`src/sv/wsa_pkg.sv`:
```
// Package for the weighted similarity accumulate unit.
// Holds the shared constants, the logarithm step table and the control structs.
// Depends on nothing.
package wsa_pkg;

   localparam int MAX_DIM  = 1024;
   localparam int MAX_TAPS = 16;
   localparam int SUM_W    = 48;
   localparam int LN_STEPS = 16;
   localparam int CSR_IDX_W  = 3;
   localparam int CSR_DATA_W = 16;

   localparam logic [CSR_IDX_W-1:0] CSR_MODE         = 3'd0;
   localparam logic [CSR_IDX_W-1:0] CSR_STRIDE_ROWS  = 3'd1;
   localparam logic [CSR_IDX_W-1:0] CSR_STRIDE_COLS  = 3'd2;
   localparam logic [CSR_IDX_W-1:0] CSR_PAD_ROWS     = 3'd3;
   localparam logic [CSR_IDX_W-1:0] CSR_PAD_COLS     = 3'd4;
   localparam logic [CSR_IDX_W-1:0] CSR_IMAGE_HEIGHT = 3'd5;
   localparam logic [CSR_IDX_W-1:0] CSR_IMAGE_WIDTH  = 3'd6;
   localparam logic [CSR_IDX_W-1:0] CSR_FUDGE        = 3'd7;

   localparam logic [25:0]        TWO_Q24     = 26'h2000000;
   localparam logic signed [31:0] LN2_Q24     = 32'sd11629080;
   localparam logic signed [24:0] HALF_LN_2PI = 25'sd60223;

   function automatic logic [23:0] ln_step_value(input logic [3:0] k);
      logic [23:0] v;
      case (k)
         4'd0:  v = 24'd6802576;
         4'd1:  v = 24'd3743728;
         4'd2:  v = 24'd1976071;
         4'd3:  v = 24'd1017112;
         4'd4:  v = 24'd516263;
         4'd5:  v = 24'd260117;
         4'd6:  v = 24'd130563;
         4'd7:  v = 24'd65408;
         4'd8:  v = 24'd32736;
         4'd9:  v = 24'd16376;
         4'd10: v = 24'd8190;
         4'd11: v = 24'd4096;
         4'd12: v = 24'd2048;
         4'd13: v = 24'd1024;
         4'd14: v = 24'd512;
         default: v = 24'd256;
      endcase
      return v;
   endfunction

   typedef struct packed {
      logic load;
      logic geom;
      logic square;
      logic multiply;
      logic norm_step;
      logic ln_step;
      logic finish;
      logic accum;
   } wsa_cmd_type;

   typedef struct packed {
      logic norm_en;
      logic y_top;
      logic ln_last;
      logic out_busy;
   } wsa_status_type;

endpackage

```
`src/sv/wsa_ifs.sv`:
```
// Channel interfaces of the weighted similarity accumulate unit.
// One interface carries tap words, the other result words; no dependencies.
interface wsa_req_if;
   logic               valid;
   logic               ready;
   logic [9:0]         out_row;
   logic [9:0]         out_col;
   logic [3:0]         tap_row;
   logic [3:0]         tap_col;
   logic signed [15:0] pixel;
   logic               pixel_missing;
   logic signed [15:0] template_value;
   logic [23:0]        weight;
   logic               last_tap;
   modport source (output valid, out_row, out_col, tap_row, tap_col, pixel, pixel_missing,
                   template_value, weight, last_tap, input ready);
   modport sink (input valid, out_row, out_col, tap_row, tap_col, pixel, pixel_missing,
                 template_value, weight, last_tap, output ready);
endinterface

interface wsa_rsp_if;
   logic               valid;
   logic               ready;
   logic signed [47:0] similarity_sum;
   logic               overflowed;
   modport source (output valid, similarity_sum, overflowed, input ready);
   modport sink (input valid, similarity_sum, overflowed, output ready);
endinterface

```
`src/sv/wsa_ctrl.sv`:
```
// Controller state machine of the weighted similarity accumulate unit.
// Sequences the datapath through commands; uses wsa_pkg.
module wsa_ctrl (
   input  logic                    clock,
   input  logic                    reset,
   input  logic                    req_valid,
   output logic                    req_ready,
   input  wsa_pkg::wsa_status_type status,
   output wsa_pkg::wsa_cmd_type    cmd
);
   import wsa_pkg::*;

   typedef enum logic [2:0] {
      S_IDLE, S_GEOM, S_SQUARE, S_MULT, S_NORM, S_LN, S_FINISH, S_ACCUM
   } state_type;

   state_type state_ff, state_in;
   logic      ready_ff, ready_in;

   always_comb begin
      state_in = state_ff;
      case (state_ff)
         S_IDLE:   if (req_valid && ready_ff) state_in = S_GEOM;
         S_GEOM:   state_in = S_SQUARE;
         S_SQUARE: state_in = S_MULT;
         S_MULT:   state_in = status.norm_en ? S_NORM : S_ACCUM;
         S_NORM:   if (status.y_top) state_in = S_LN;
         S_LN:     if (status.ln_last) state_in = S_FINISH;
         S_FINISH: state_in = S_ACCUM;
         S_ACCUM:  if (!status.out_busy) state_in = S_IDLE;
         default:  state_in = S_IDLE;
      endcase
      ready_in = (state_in == S_IDLE);
   end

   always_ff @(posedge clock) begin
      if (reset) begin
         state_ff <= S_IDLE;
         ready_ff <= 1'b1;
      end else begin
         state_ff <= state_in;
         ready_ff <= ready_in;
      end
   end

   always_comb begin
      cmd           = '0;
      cmd.load      = (state_ff == S_IDLE) && req_valid && ready_ff;
      cmd.geom      = (state_ff == S_GEOM);
      cmd.square    = (state_ff == S_SQUARE);
      cmd.multiply  = (state_ff == S_MULT);
      cmd.norm_step = (state_ff == S_NORM);
      cmd.ln_step   = (state_ff == S_LN);
      cmd.finish    = (state_ff == S_FINISH);
      cmd.accum     = (state_ff == S_ACCUM) && !status.out_busy;
   end

   assign req_ready = ready_ff;

endmodule

```
`src/sv/wsa_dp.sv`:
```
// Datapath of the weighted similarity accumulate unit: configuration registers,
// tap geometry, distance products, the logarithm iteration and the saturating sum.
// Uses wsa_pkg and is driven by commands from wsa_ctrl.
module wsa_dp (
   input  logic                           clock,
   input  logic                           reset,
   input  logic                           csr_write_enable,
   input  logic [wsa_pkg::CSR_IDX_W-1:0]  csr_index,
   input  logic [wsa_pkg::CSR_DATA_W-1:0] csr_write_data,
   input  wsa_pkg::wsa_cmd_type           cmd,
   output wsa_pkg::wsa_status_type        status,
   input  logic [9:0]                     in_out_row,
   input  logic [9:0]                     in_out_col,
   input  logic [3:0]                     in_tap_row,
   input  logic [3:0]                     in_tap_col,
   input  logic signed [15:0]             in_pixel,
   input  logic                           in_pixel_missing,
   input  logic signed [15:0]             in_template_value,
   input  logic [23:0]                    in_weight,
   input  logic                           in_last_tap,
   output logic                           out_valid,
   input  logic                           out_ready,
   output logic signed [47:0]             out_similarity_sum,
   output logic                           out_overflowed
);
   import wsa_pkg::*;

   localparam int ACC_W = ((SUM_W > 58) ? SUM_W : 58) + 2;
   localparam logic signed [SUM_W-1:0] SUM_HI = {1'b0, {(SUM_W-1){1'b1}}};
   localparam logic signed [SUM_W-1:0] SUM_LO = {1'b1, {(SUM_W-1){1'b0}}};

   logic [2:0]  mode_ff;
   logic [4:0]  stride_rows_ff, stride_cols_ff;
   logic [3:0]  pad_rows_ff, pad_cols_ff;
   logic [10:0] image_height_ff, image_width_ff;
   logic [15:0] fudge_ff;

   logic [9:0]         orow_ff, ocol_ff;
   logic [3:0]         trow_ff, tcol_ff;
   logic signed [15:0] pix_ff, tmpl_ff;
   logic               miss_ff, last_ff;
   logic [23:0]        w_ff;

   logic               skip_ff;
   logic [16:0]        ad_ff;
   logic [32:0]        adsq_ff;
   logic [56:0]        prod_ff;
   logic [25:0]        y_ff;
   logic [4:0]         b_ff;
   logic [3:0]         k_ff;
   logic [24:0]        lnacc_ff;
   logic signed [24:0] hl_ff;

   logic signed [SUM_W-1:0] sum_ff;
   logic                    sat_ff;
   logic                    rsp_valid_ff;
   logic signed [47:0]      rsp_sum_ff;
   logic                    rsp_ovf_ff;

   always_ff @(posedge clock) begin
      if (reset) begin
         mode_ff         <= 3'd1;
         stride_rows_ff  <= 5'd2;
         stride_cols_ff  <= 5'd2;
         pad_rows_ff     <= 4'd0;
         pad_cols_ff     <= 4'd0;
         image_height_ff <= 11'd1024;
         image_width_ff  <= 11'd1024;
         fudge_ff        <= 16'd66;
      end else if (csr_write_enable) begin
         case (csr_index)
            CSR_MODE:         mode_ff         <= csr_write_data[2:0];
            CSR_STRIDE_ROWS:  stride_rows_ff  <= csr_write_data[4:0];
            CSR_STRIDE_COLS:  stride_cols_ff  <= csr_write_data[4:0];
            CSR_PAD_ROWS:     pad_rows_ff     <= csr_write_data[3:0];
            CSR_PAD_COLS:     pad_cols_ff     <= csr_write_data[3:0];
            CSR_IMAGE_HEIGHT: image_height_ff <= csr_write_data[10:0];
            CSR_IMAGE_WIDTH:  image_width_ff  <= csr_write_data[10:0];
            CSR_FUDGE:        fudge_ff        <= csr_write_data;
            default: ;
         endcase
      end
   end

   logic [14:0]        rprod, cprod;
   logic signed [16:0] r, c;
   logic [10:0]        h_lim, w_lim;
   logic               in_image, tap_out;
   logic signed [16:0] pe, d;
   logic [24:0]        x;

   always_comb begin
      rprod   = orow_ff * stride_rows_ff;
      cprod   = ocol_ff * stride_cols_ff;
      r       = $signed({2'b0, rprod}) - $signed({13'b0, pad_rows_ff})
                + $signed({13'b0, trow_ff});
      c       = $signed({2'b0, cprod}) - $signed({13'b0, pad_cols_ff})
                + $signed({13'b0, tcol_ff});
      h_lim   = (image_height_ff > 11'(MAX_DIM)) ? 11'(MAX_DIM) : image_height_ff;
      w_lim   = (image_width_ff > 11'(MAX_DIM)) ? 11'(MAX_DIM) : image_width_ff;
      in_image = !r[16] && (r[15:0] < {5'b0, h_lim}) && !c[16]
                 && (c[15:0] < {5'b0, w_lim});
      tap_out = (int'(trow_ff) >= MAX_TAPS) || (int'(tcol_ff) >= MAX_TAPS);
      pe      = in_image ? 17'(pix_ff) : 17'sd0;
      d       = pe - 17'(tmpl_ff);
      x       = {1'b0, w_ff} + {9'b0, fudge_ff};
      if (x == 25'd0) x = 25'd1;
   end

   logic [25:0] ln_t;
   logic [4:0]  ln_sh;

   always_comb begin
      ln_sh = {1'b0, k_ff} + 5'd1;
      ln_t  = y_ff + (y_ff >> ln_sh);
   end

   logic signed [31:0] lnm, lnx, bm32;
   logic [31:0]        lmag;
   logic [22:0]        lrnd;
   logic signed [24:0] half_ln;

   always_comb begin
      lnm     = LN2_Q24 - $signed({7'b0, lnacc_ff}) - $signed({6'b0, (TWO_Q24 - y_ff) >> 1});
      bm32    = $signed({27'b0, b_ff}) - 32'sd16;
      lnx     = bm32 * LN2_Q24 + lnm;
      lmag    = lnx[31] ? 32'(-lnx) : 32'(lnx);
      lrnd    = 23'((lmag + 32'd256) >> 9);
      half_ln = lnx[31] ? -$signed({2'b0, lrnd}) : $signed({2'b0, lrnd});
   end

   logic [57:0]             pr, mg;
   logic signed [ACC_W-1:0] v, tot, sum_ext;
   logic signed [SUM_W-1:0] nsum;
   logic                    nsat;
   logic signed [63:0]      sum64;

   always_comb begin
      pr = {1'b0, prod_ff};
      case ({mode_ff[0], mode_ff[1]})
         2'b00:   mg = (pr + 58'd128) >> 8;
         2'b01:   mg = (pr + 58'd256) >> 9;
         2'b10:   mg = (pr + 58'd32768) >> 16;
         default: mg = (pr + 58'd65536) >> 17;
      endcase
      v       = -$signed(ACC_W'(mg)) + (mode_ff[1] ? ACC_W'(hl_ff) : ACC_W'(0));
      sum_ext = ACC_W'(sum_ff);
      tot     = sum_ext + v;
      nsum    = sum_ff;
      nsat    = sat_ff;
      if (!skip_ff) begin
         if (tot > ACC_W'(SUM_HI)) begin
            nsum = SUM_HI;
            nsat = 1'b1;
         end else if (tot < ACC_W'(SUM_LO)) begin
            nsum = SUM_LO;
            nsat = 1'b1;
         end else begin
            nsum = tot[SUM_W-1:0];
         end
      end
      sum64 = 64'(nsum);
   end

   always_ff @(posedge clock) begin
      if (cmd.load) begin
         orow_ff <= in_out_row;
         ocol_ff <= in_out_col;
         trow_ff <= in_tap_row;
         tcol_ff <= in_tap_col;
         pix_ff  <= in_pixel;
         miss_ff <= in_pixel_missing;
         tmpl_ff <= in_template_value;
         w_ff    <= in_weight;
         last_ff <= in_last_tap;
      end
      if (cmd.geom) begin
         skip_ff  <= tap_out || (in_image && miss_ff && mode_ff[2]);
         ad_ff    <= d[16] ? 17'(-d) : 17'(d);
         y_ff     <= {1'b0, x};
         b_ff     <= 5'd24;
         k_ff     <= 4'd0;
         lnacc_ff <= 25'd0;
      end
      if (cmd.square) adsq_ff <= 33'(ad_ff * ad_ff);
      if (cmd.multiply) prod_ff <= w_ff * (mode_ff[0] ? adsq_ff : {16'b0, ad_ff});
      if (cmd.norm_step && !y_ff[24]) begin
         y_ff <= y_ff << 1;
         b_ff <= b_ff - 5'd1;
      end
      if (cmd.ln_step) begin
         if (ln_t <= TWO_Q24) begin
            y_ff     <= ln_t;
            lnacc_ff <= lnacc_ff + {1'b0, ln_step_value(k_ff)};
         end
         k_ff <= k_ff + 4'd1;
      end
      if (cmd.finish) hl_ff <= half_ln - HALF_LN_2PI;
      if (cmd.accum && last_ff) begin
         rsp_sum_ff <= sum64[47:0];
         rsp_ovf_ff <= nsat;
      end
   end

   always_ff @(posedge clock) begin
      if (reset) begin
         sum_ff       <= '0;
         sat_ff       <= 1'b0;
         rsp_valid_ff <= 1'b0;
      end else begin
         if (cmd.accum) begin
            sum_ff <= last_ff ? '0 : nsum;
            sat_ff <= last_ff ? 1'b0 : nsat;
         end
         if (cmd.accum && last_ff) rsp_valid_ff <= 1'b1;
         else if (out_ready) rsp_valid_ff <= 1'b0;
      end
   end

   always_comb begin
      status          = '0;
      status.norm_en  = mode_ff[1];
      status.y_top    = y_ff[24];
      status.ln_last  = (k_ff == 4'(LN_STEPS - 1));
      status.out_busy = rsp_valid_ff && !out_ready;
   end

   assign out_valid          = rsp_valid_ff;
   assign out_similarity_sum = rsp_sum_ff;
   assign out_overflowed     = rsp_ovf_ff;

endmodule

```
`src/sv/weighted_similarity_accumulate_unit.sv`:
```
// Top level of the weighted similarity accumulate unit.
// Joins wsa_ctrl and wsa_dp; uses wsa_pkg and the channel interfaces of wsa_ifs.
//
// The req_chan channel takes one window tap per word: output position, tap offset,
// pixel, missing mark, template value, weight and the last-tap mark. The rsp_chan
// channel returns one word per output element, sent when its last tap has been
// added: the saturated signed Q32.16 sum and an overflow flag.
// The csr_ port writes the eight configuration registers, one per cycle; the user
// must write them only while the unit is idle, which the block does not enforce.
// In L1 or L2 mode a tap passes the geometry, square, multiply and accumulate steps
// from acceptance back to idle. With the normalization term it also passes the
// one-bit-per-cycle normalizing shift, the logarithm iteration and a step that forms
// the term before the accumulate step. One tap is in work at a time.
// A result waits in an output register; the next tap is taken meanwhile, and the
// unit holds in its final step while the previous result is still not taken.
// Reset is synchronous: registers return to their defaults and the sum and the
// overflow flag are cleared.
module weighted_similarity_accumulate_unit (
   input  logic                           clock,
   input  logic                           reset,
   wsa_req_if.sink                        req_chan,
   wsa_rsp_if.source                      rsp_chan,
   input  logic                           csr_write_enable,
   input  logic [wsa_pkg::CSR_IDX_W-1:0]  csr_index,
   input  logic [wsa_pkg::CSR_DATA_W-1:0] csr_write_data
);
   import wsa_pkg::*;

   wsa_cmd_type    cmd;
   wsa_status_type status;

   wsa_ctrl u_ctrl (
      .clock     (clock),
      .reset     (reset),
      .req_valid (req_chan.valid),
      .req_ready (req_chan.ready),
      .status    (status),
      .cmd       (cmd)
   );

   wsa_dp u_dp (
      .clock              (clock),
      .reset              (reset),
      .csr_write_enable   (csr_write_enable),
      .csr_index          (csr_index),
      .csr_write_data     (csr_write_data),
      .cmd                (cmd),
      .status             (status),
      .in_out_row         (req_chan.out_row),
      .in_out_col         (req_chan.out_col),
      .in_tap_row         (req_chan.tap_row),
      .in_tap_col         (req_chan.tap_col),
      .in_pixel           (req_chan.pixel),
      .in_pixel_missing   (req_chan.pixel_missing),
      .in_template_value  (req_chan.template_value),
      .in_weight          (req_chan.weight),
      .in_last_tap        (req_chan.last_tap),
      .out_valid          (rsp_chan.valid),
      .out_ready          (rsp_chan.ready),
      .out_similarity_sum (rsp_chan.similarity_sum),
      .out_overflowed     (rsp_chan.overflowed)
   );

endmodule
```
`src/flat_wrapper.sv`:
```
// flat-port wrapper written by rule: the top's interface ports become plain ports
module weighted_similarity_accumulate_unit_flat import wsa_pkg::*;
  (clock, reset, csr_write_enable, csr_index, csr_write_data, req_chan_valid, req_chan_out_row, req_chan_out_col, req_chan_tap_row, req_chan_tap_col, req_chan_pixel, req_chan_pixel_missing, req_chan_template_value, req_chan_weight, req_chan_last_tap, req_chan_ready, rsp_chan_valid, rsp_chan_similarity_sum, rsp_chan_overflowed, rsp_chan_ready);
  wsa_req_if req_chan_i ();
  wsa_rsp_if rsp_chan_i ();
  input  logic clock;
  input  logic reset;
  input  logic csr_write_enable;
  input  logic [wsa_pkg::CSR_IDX_W-1:0] csr_index;
  input  logic [wsa_pkg::CSR_DATA_W-1:0] csr_write_data;
  input wire logic [$bits(req_chan_i.valid)-1:0] req_chan_valid;
  input wire logic [$bits(req_chan_i.out_row)-1:0] req_chan_out_row;
  input wire logic [$bits(req_chan_i.out_col)-1:0] req_chan_out_col;
  input wire logic [$bits(req_chan_i.tap_row)-1:0] req_chan_tap_row;
  input wire logic [$bits(req_chan_i.tap_col)-1:0] req_chan_tap_col;
  input wire logic [$bits(req_chan_i.pixel)-1:0] req_chan_pixel;
  input wire logic [$bits(req_chan_i.pixel_missing)-1:0] req_chan_pixel_missing;
  input wire logic [$bits(req_chan_i.template_value)-1:0] req_chan_template_value;
  input wire logic [$bits(req_chan_i.weight)-1:0] req_chan_weight;
  input wire logic [$bits(req_chan_i.last_tap)-1:0] req_chan_last_tap;
  output wire logic [$bits(req_chan_i.ready)-1:0] req_chan_ready;
  output wire logic [$bits(rsp_chan_i.valid)-1:0] rsp_chan_valid;
  output wire logic [$bits(rsp_chan_i.similarity_sum)-1:0] rsp_chan_similarity_sum;
  output wire logic [$bits(rsp_chan_i.overflowed)-1:0] rsp_chan_overflowed;
  input wire logic [$bits(rsp_chan_i.ready)-1:0] rsp_chan_ready;
  assign req_chan_i.valid = req_chan_valid;
  assign req_chan_i.out_row = req_chan_out_row;
  assign req_chan_i.out_col = req_chan_out_col;
  assign req_chan_i.tap_row = req_chan_tap_row;
  assign req_chan_i.tap_col = req_chan_tap_col;
  assign req_chan_i.pixel = req_chan_pixel;
  assign req_chan_i.pixel_missing = req_chan_pixel_missing;
  assign req_chan_i.template_value = req_chan_template_value;
  assign req_chan_i.weight = req_chan_weight;
  assign req_chan_i.last_tap = req_chan_last_tap;
  assign req_chan_ready = req_chan_i.ready;
  assign rsp_chan_valid = rsp_chan_i.valid;
  assign rsp_chan_similarity_sum = rsp_chan_i.similarity_sum;
  assign rsp_chan_overflowed = rsp_chan_i.overflowed;
  assign rsp_chan_i.ready = rsp_chan_ready;
  weighted_similarity_accumulate_unit u_core (.clock(clock), .reset(reset), .req_chan(req_chan_i), .rsp_chan(rsp_chan_i), .csr_write_enable(csr_write_enable), .csr_index(csr_index), .csr_write_data(csr_write_data));
endmodule
```
`config.mk`:
```
export PLATFORM = sky130hd
export DESIGN_NAME = weighted_similarity_accumulate_unit_flat
export DESIGN_NICKNAME = d
export VERILOG_FILES = /design/src/sv/wsa_pkg.sv /design/src/sv/wsa_ifs.sv /design/src/sv/wsa_ctrl.sv /design/src/sv/wsa_dp.sv /design/src/sv/weighted_similarity_accumulate_unit.sv /design/src/flat_wrapper.sv
export SDC_FILE = /design/constraint.sdc
export NUM_CORES = 2
export LEC_CHECK = 0
export BUFFER_PORTS_ARGS = -buffer_cell sky130_fd_sc_hd__buf_2
export CAP_MARGIN = 0
export CORE_MARGIN = 8
export CORE_UTILIZATION = 60
export DETAILED_ROUTE_END_ITERATION = 10
export PLACE_DENSITY = 0.87
export SYNTH_ARGS = -nofsm -noshare
export SYNTH_HDL_FRONTEND = slang
export SYNTH_SLANG_ARGS = --single-unit
```
`constraint.sdc`:
```
create_clock -name clock -period 11.93 [get_ports clock]
set_input_delay 1.7895 -clock clock [delete_from_list [all_inputs] [get_ports clock]]
set_output_delay 1.7895 -clock clock [all_outputs]
set_load 0.01 [all_outputs]
```
# After elaboration in Yosys (flattened, before gate mapping)
# Memories as Yosys holds them, arrays and structs flattened. A register that Yosys moved wholly into a read port is not among the register bits.
# Cells that the tools add are included.
[totals]
output_inout_bits = 51
mem_bits_ro = 368
in_bits = 110
word_cells = 166
register_bits = 441
n_memories = 1
[classes]
n_lt_le_gt_ge = 7
n_reduce_logical = 33
eq_ne = 17
muxes = 40
n_shift = 1
n_addsub = 28
multipliers = 5
[mem_list]
columns = ["memory", "depth", "width", "read_ports", "rd_clocked_by_memory_dff", "wr", "line", "source"]
rows = [
  ["(name not given)", 16, 23, 1, 1, 0, "wsa_pkg.sv:28", "case (k)"],
]
[op_table]
columns = ["op", "count"]
rows = [
  ["$mux W48", 4],
  ["$pmux W50 S3", 1],
  ["$mux W25", 5],
  ["$mux W26", 4],
  ["$add A48 B60 Y60", 1],
  ["$add A60 B60 Y60", 1],
  ["$gt A60 B48 Y1 const B", 1],
  ["$lt A60 B48 Y1 const B", 1],
  ["$mux W60", 1],
  ["$neg A58 Y60", 1],
  ["$add A57 B16 Y58 const B", 1],
  ["$add A57 B17 Y58 const B", 1],
  ["$add A57 B8 Y58 const B", 1],
  ["$add A57 B9 Y58 const B", 1],
  ["$mul A24 B33 Y57", 1],
  ["$mux W24", 2],
  ["$add A16 B5 Y17", 2],
  ["$mul A17 B17 Y33", 1],
  ["$mux W33", 1],
  ["$add A31 B27 Y32", 1],
  ["$add A32 B9 Y32 const B", 1],
  ["$lt A16 B11 Y1", 2],
  ["$mux W32", 1],
  ["$neg A32 Y32", 1],
  ["other kinds (42)", 94],
]

# Longest topological paths before layout
[depth]
word_depth = 11
ltp_mapped = 59
ltp_nobuf = 51

# Hierarchy
# From an unflattened synthesis, not the netlist that was laid out.
[unflattened]
cells_unflattened = 8374
area_unflattened_um2 = 73974.7
[modules_own_cells]
columns = ["module", "cells_each", "instances", "seq_area_each_um2", "area_per_inst_um2"]
rows = [
  ["wsa_dp", 8341, 1, 11741.3, 73699.4],
  ["wsa_ctrl", 33, 1, 80.1, 275.3],
]

# Worst setup path after synthesis
# No wires, ideal clock.
[synth_timing]
path_kind = "reg2reg"
startpoint = "reg u_core.u_dp.b_ff[0]"
endpoint = "reg u_core.u_dp.hl_ff[22] (data pin)"
period_less_slack_ps = 11277
setup_slack_ps = 653
setup_ps = 176
path_stages_with_launch = 56
t_arrival_ps = 11101
t_required_ps = 11754
path_buffers = 8
cell_sequence = "edfxtp_1 > inv_1 > fa_1 > inv_1 > ha_1 > fa_1 > ha_1 > ha_1 > o21a_1 > o21a_1 > o21a_1 > o21a_1 > o21a_1 > o21a_1 > o21a_1 > o21a_1 > o2111a_1 > o21a_1 > (+20 left out) > ha_1 > clkbuf_2 > xnor2_1 > or3_1 > nand2_1 > ha_1 > inv_1 > nor2_1 > nor4b_1 > a21oi_1 > nor4b_2 > and3_1 > buf_4 > a31oi_1 > xor2_1 > nand2b_2 > or3_1 > o32ai_1"
[synth_via]
elab_chain_len = 9
[synth_rtl]
columns = ["element", "line", "source"]
rows = [
  ["start, declared", "wsa_dp.sv:49", "logic [4:0] b_ff;"],
  ["start signal, assigned", "wsa_dp.sv:189", "b_ff <= b_ff - 5'd1;"],
  ["$sub A5 B5 Y6 *", "wsa_dp.sv:125", "bm32 = $signed({27'b0, b_ff}) - 32'sd16;"],
  ["$mul A6 B22 Y28 *", "wsa_dp.sv:126", "lnx = bm32 * LN2_Q24 + lnm;"],
  ["$add A31 B27 Y32 *", "wsa_dp.sv:126", ""],
  ["$neg A32 Y32", "wsa_dp.sv:127", "lmag = lnx[31] ? 32'(-lnx) : 32'(lnx);"],
  ["$mux W32", "wsa_dp.sv:127", ""],
  ["$add A32 B9 Y32", "wsa_dp.sv:128", "lrnd = 23'((lmag + 32'd256) >> 9);"],
  ["$neg A23 Y25", "wsa_dp.sv:129", "half_ln = lnx[31] ? -$signed({2'b0, lrnd}) : $signed({2'b0, lrnd});"],
  ["$mux W25 *", "wsa_dp.sv:129", ""],
  ["$sub A25 B17 Y25 *", "wsa_dp.sv:198", "if (cmd.finish) hl_ff <= half_ln - HALF_LN_2PI;"],
  ["end signal, assigned", "wsa_dp.sv:198", ""],
  ["end, declared", "wsa_dp.sv:52", "logic signed [24:0] hl_ff;"],
]
# Every way passes the cells marked *; elsewhere a longest branch is shown, timed or not.
# A chain may end at the register's enable or synchronous reset.

# Worst setup path after layout
[layout_timing]
startpoint = "reg u_core.u_dp.b_ff[4]"
endpoint = "reg u_core.u_dp.hl_ff[22] (data pin)"
# The elaborated chain is that of the path after synthesis.

==> results.yml <==
status:
  status: "finished clean"
logic_synthesis:
  synth_edf_count: 269
  synthXorXnorAreaFrac_pct: 6.71
  synth_top_area_cell: "fa_1"
  synth_mux_area_share_pct: 2.49
  avgSynthCellArea_sq_um: 8.85
  synth_compound_area_share_pct: 9.79
  syn-instance-count: 8240
  synthSimpleGateAreaFrac_pct: 17.4
  ys_seq_area_share_pct: 16.2
  synth_warnings: 0
  ys_ff_latch: 456
  synth_top_area_share_pct: 27.9
  async_flop_share_pct: 0
  syn-num-nets: 10000
  ys_top_cells_by_area: "fa_1 28%, edfxtp_1 11%, ha_1 11%"
  ys.flop_type: "edfxtp_1"
  syn_area_sq_mm: 0.0729
  ys_types: 107
  synth_top_family_by_area: "adder cells"
  synth_fa_ha_area_share_pct: 38.8
detailed_routing:
  dr.pass1.iters: 6
  viasPerCell: 6.06
  totalWireLength_mm: 207
  drtIter0Drc: 5507
  route.detailed.drc: 0
  wl_per_cell_um: 21.0
  vias: 59600
  drtAntennaViolNets: 0
sta:
  relSlewSlack_pct: 13.7
  finalSetupTns_ps: 0
  slew_violations: 0
  rsz0062_at_grt: "no"
  finClkSkew_ps: 67.4
  setup_viol: 0
  finalCriticalPeriod_ps: 11070
  max_freq_mhz: 90.3
  tightest_slew_ps: 1290
  fin_hold_ws_ps: 459
  hold_violations: 0
  finalCritPeriodShare_pct: 92.8
floorplan:
  die_area_sq_mm: 0.133
  io_pins: 161
  die_w_um: 365
  coreArea_sq_mm: 0.121
  start_util_pct: 60.2
  rows: 128
  fp.dieH_um: 365
cts:
  cts_tree: "yes"
  clkTransAtPathRegs_ps: 60
  clkSinkCount: 456
  clock-root-buffer: "clkbuf_16"
  clockBufferDepth: 3
  numCtsBuffers: 56
  clk_latency_ps: 690
  ctsHtreeMaxLevel: 2
place:
  routabilityCongestion: 1.01
  hpwlAfterDp_mm: 160
  io_buffers: 160
critical_path:
  crit_type: "flip-flop to flip-flop"
  worstPathRequired_ps: 12420
  r2r_cells: 47
  worstSetupEndpointType: "flip-flop"
  worst_path_most_repeated_cell: "o21a_1"
  cp-start-kind: "flip-flop"
  critPathTopFamily: "compound AO/OA/AOI/OAI gates"
  r2r_slack_ps: 860
  cp_slowest_stage_delay_ps: 560
  r2r-start: "u_core.u_dp.b_ff[4]"
  crit_buf_inv: 4
  r2r-end: "u_core.u_dp.hl_ff[22]"
  critical_path.slowest_cell: "edfxtp_1"
  crit_arrival_ps: 11560
  cp_max_fo: 9
cells_and_area:
  fillers: 9490
  final_nets: 9898
  final_util_pct: 63.5
  final_cell_mix: "1247 x inv_1, 1136 x nand2_1, 1017 x fa_1"
  drive_gt1_share_pct: 6.23
  areaGrowthSynthToFinish_pct: 5.55
  register_area_sq_mm: 0.0118
  final_common_cell: "inv_1"
  multi_input_area_sq_mm: 0.0549
worst_hold_path:
  hold_depth: 2
  hold_class: "flip-flop to flip-flop"
  min_from: "u_core.u_dp.image_height_ff[4]"
  whs_endpoint: "u_core.u_dp.image_height_ff[4]"
global_route:
  gr-total-overflow: 0
  grt_pass1_vias: 61800
  track_usage_pct: 30.8
  grt_max_degree: 197
  grt_pass1_wl_mm: 328
  antenna_found_initial: 26
job:
  drv_cap: 0
## worst register-to-register path, delay by kind of cell, from the launching register on
kind / cells / cell delay [ps]
AO/OA/AOI/OAI: 21 / 3880
XOR/XNOR: 3 / 460
adder cells (fa/ha/maj): 8 / 2270
buffers and inverters: 4 / 770
flip-flops: 1 / 560
AND/OR/NAND/NOR: 11 / 2930
## layer usage
layer	GRT usage [%]	routed length, um	part of all wire, %	up-vias
met3	7.86	22200	11	813
met1	37.8	76900	37	29000
met5	0.327	107	0.052	-
met4	15.8	13100	6.3	10
met2	50.3	94300	46	3330
li1	-	-	-	26500
## synth_stat cells, drive strengths merged (12+ instances only)
cell / instances
inv: 1250
nand2: 1137
fa: 1017
ha: 633
nor2: 406
a21oi: 376
clkbuf: 373
xnor2: 351
and2: 288
edfxtp: 269
o21ai: 246
xor2: 205
dfxtp: 187
and3: 181
nand3: 124
nor2b: 108
nor3: 108
a21o: 99
mux2i: 71
nand2b: 56
nand4: 56
o21a: 55
a31oi: 47
or3: 47
buf: 39
mux4: 39
o21bai: 38
or2: 36
a211oi: 35
nor4: 28
a21boi: 27
o22ai: 26
a22oi: 25
mux2: 19
o211ai: 18
o31ai: 17
a211o: 15
nor3b: 14
o2111ai: 14
or4: 14
a221oi: 12
## worst max path at each step
stage                              from                     to  slack (ps)  cells after the start
detailed placement  u_core.u_dp.b_ff[3]  u_core.u_dp.hl_ff[22]         850                     50
global placement    u_core.u_dp.b_ff[0]  u_core.u_dp.hl_ff[22]         840                     47
finish              u_core.u_dp.b_ff[4]  u_core.u_dp.hl_ff[22]         860                     47
global route        u_core.u_dp.b_ff[2]  u_core.u_dp.hl_ff[24]          30                     50
floorplan           u_core.u_dp.b_ff[0]  u_core.u_dp.hl_ff[22]         650                     55
CTS                 u_core.u_dp.b_ff[0]  u_core.u_dp.hl_ff[22]         780                     47
## cells by family (layout without fill, tap and decap cells)
kind of cell / count (synthesis) / in the layout
DFF: 456 / 456
adders and majority gates: 1650 / 1650
and+or+nand+nor: 2654 / 2654
AOI/OAI and AO/OA: 1131 / 1131
xor gates and xnor gates: 556 / 556
buffers and inverters: 1664 / 1610
muxes: 129 / 129
other: 0 / 20
## sequential cells by signal, indices dropped and copies added (netlist names), 17 cells and up, named ones only
signal                          cells
u_core.u_dp.prod_ff                50
u_core.u_dp.out_similarity_sum     48
u_core.u_dp.sum_ff                 48
u_core.u_dp.adsq_ff                32
u_core.u_dp.y_ff                   26
u_core.u_dp.hl_ff                  25
u_core.u_dp.lnacc_ff               25
u_core.u_dp.w_ff                   24
u_core.u_dp.ad_ff                  17
## timing repair
item | 4_1_cts | 5_1_grt
endpoints found under the setup margin | 0 | 8
resized for setup | 0 | 2
setup buffers | 0 | 8
hold buffers | 0 | 0
## per-stage QoR
stage | area [sq um] | setup WS (ps) | cells
floorplan | 72900 | 653 | 8240
global placement | 74900 | 841 | 9697
detailed placement | 74900 | 847 | 9697
CTS | 76900 | 776 | 9803
global route | 77000 | 30.0 | 9824
finish | 77000 | 859 | 9831
## cell type report
| type | count | share of cell area, % |
|---|---|---|
| diodes | 20 | 0.0650 |
| clock buffers | 73 | 2.01 |
| clock inverters | 33 | 0.504 |
| inverters | 1252 | 6.10 |
| multi-input cells | 6120 | 71.4 |
| flip-flops and latches | 456 | 15.4 |
| well taps | 1625 | 2.64 |
| repair buffers | 252 | 1.95 |
Power is left out: the tool's default activity adds up to more than one toggle a clock period on the data nets, which glitch-free logic cannot reach.
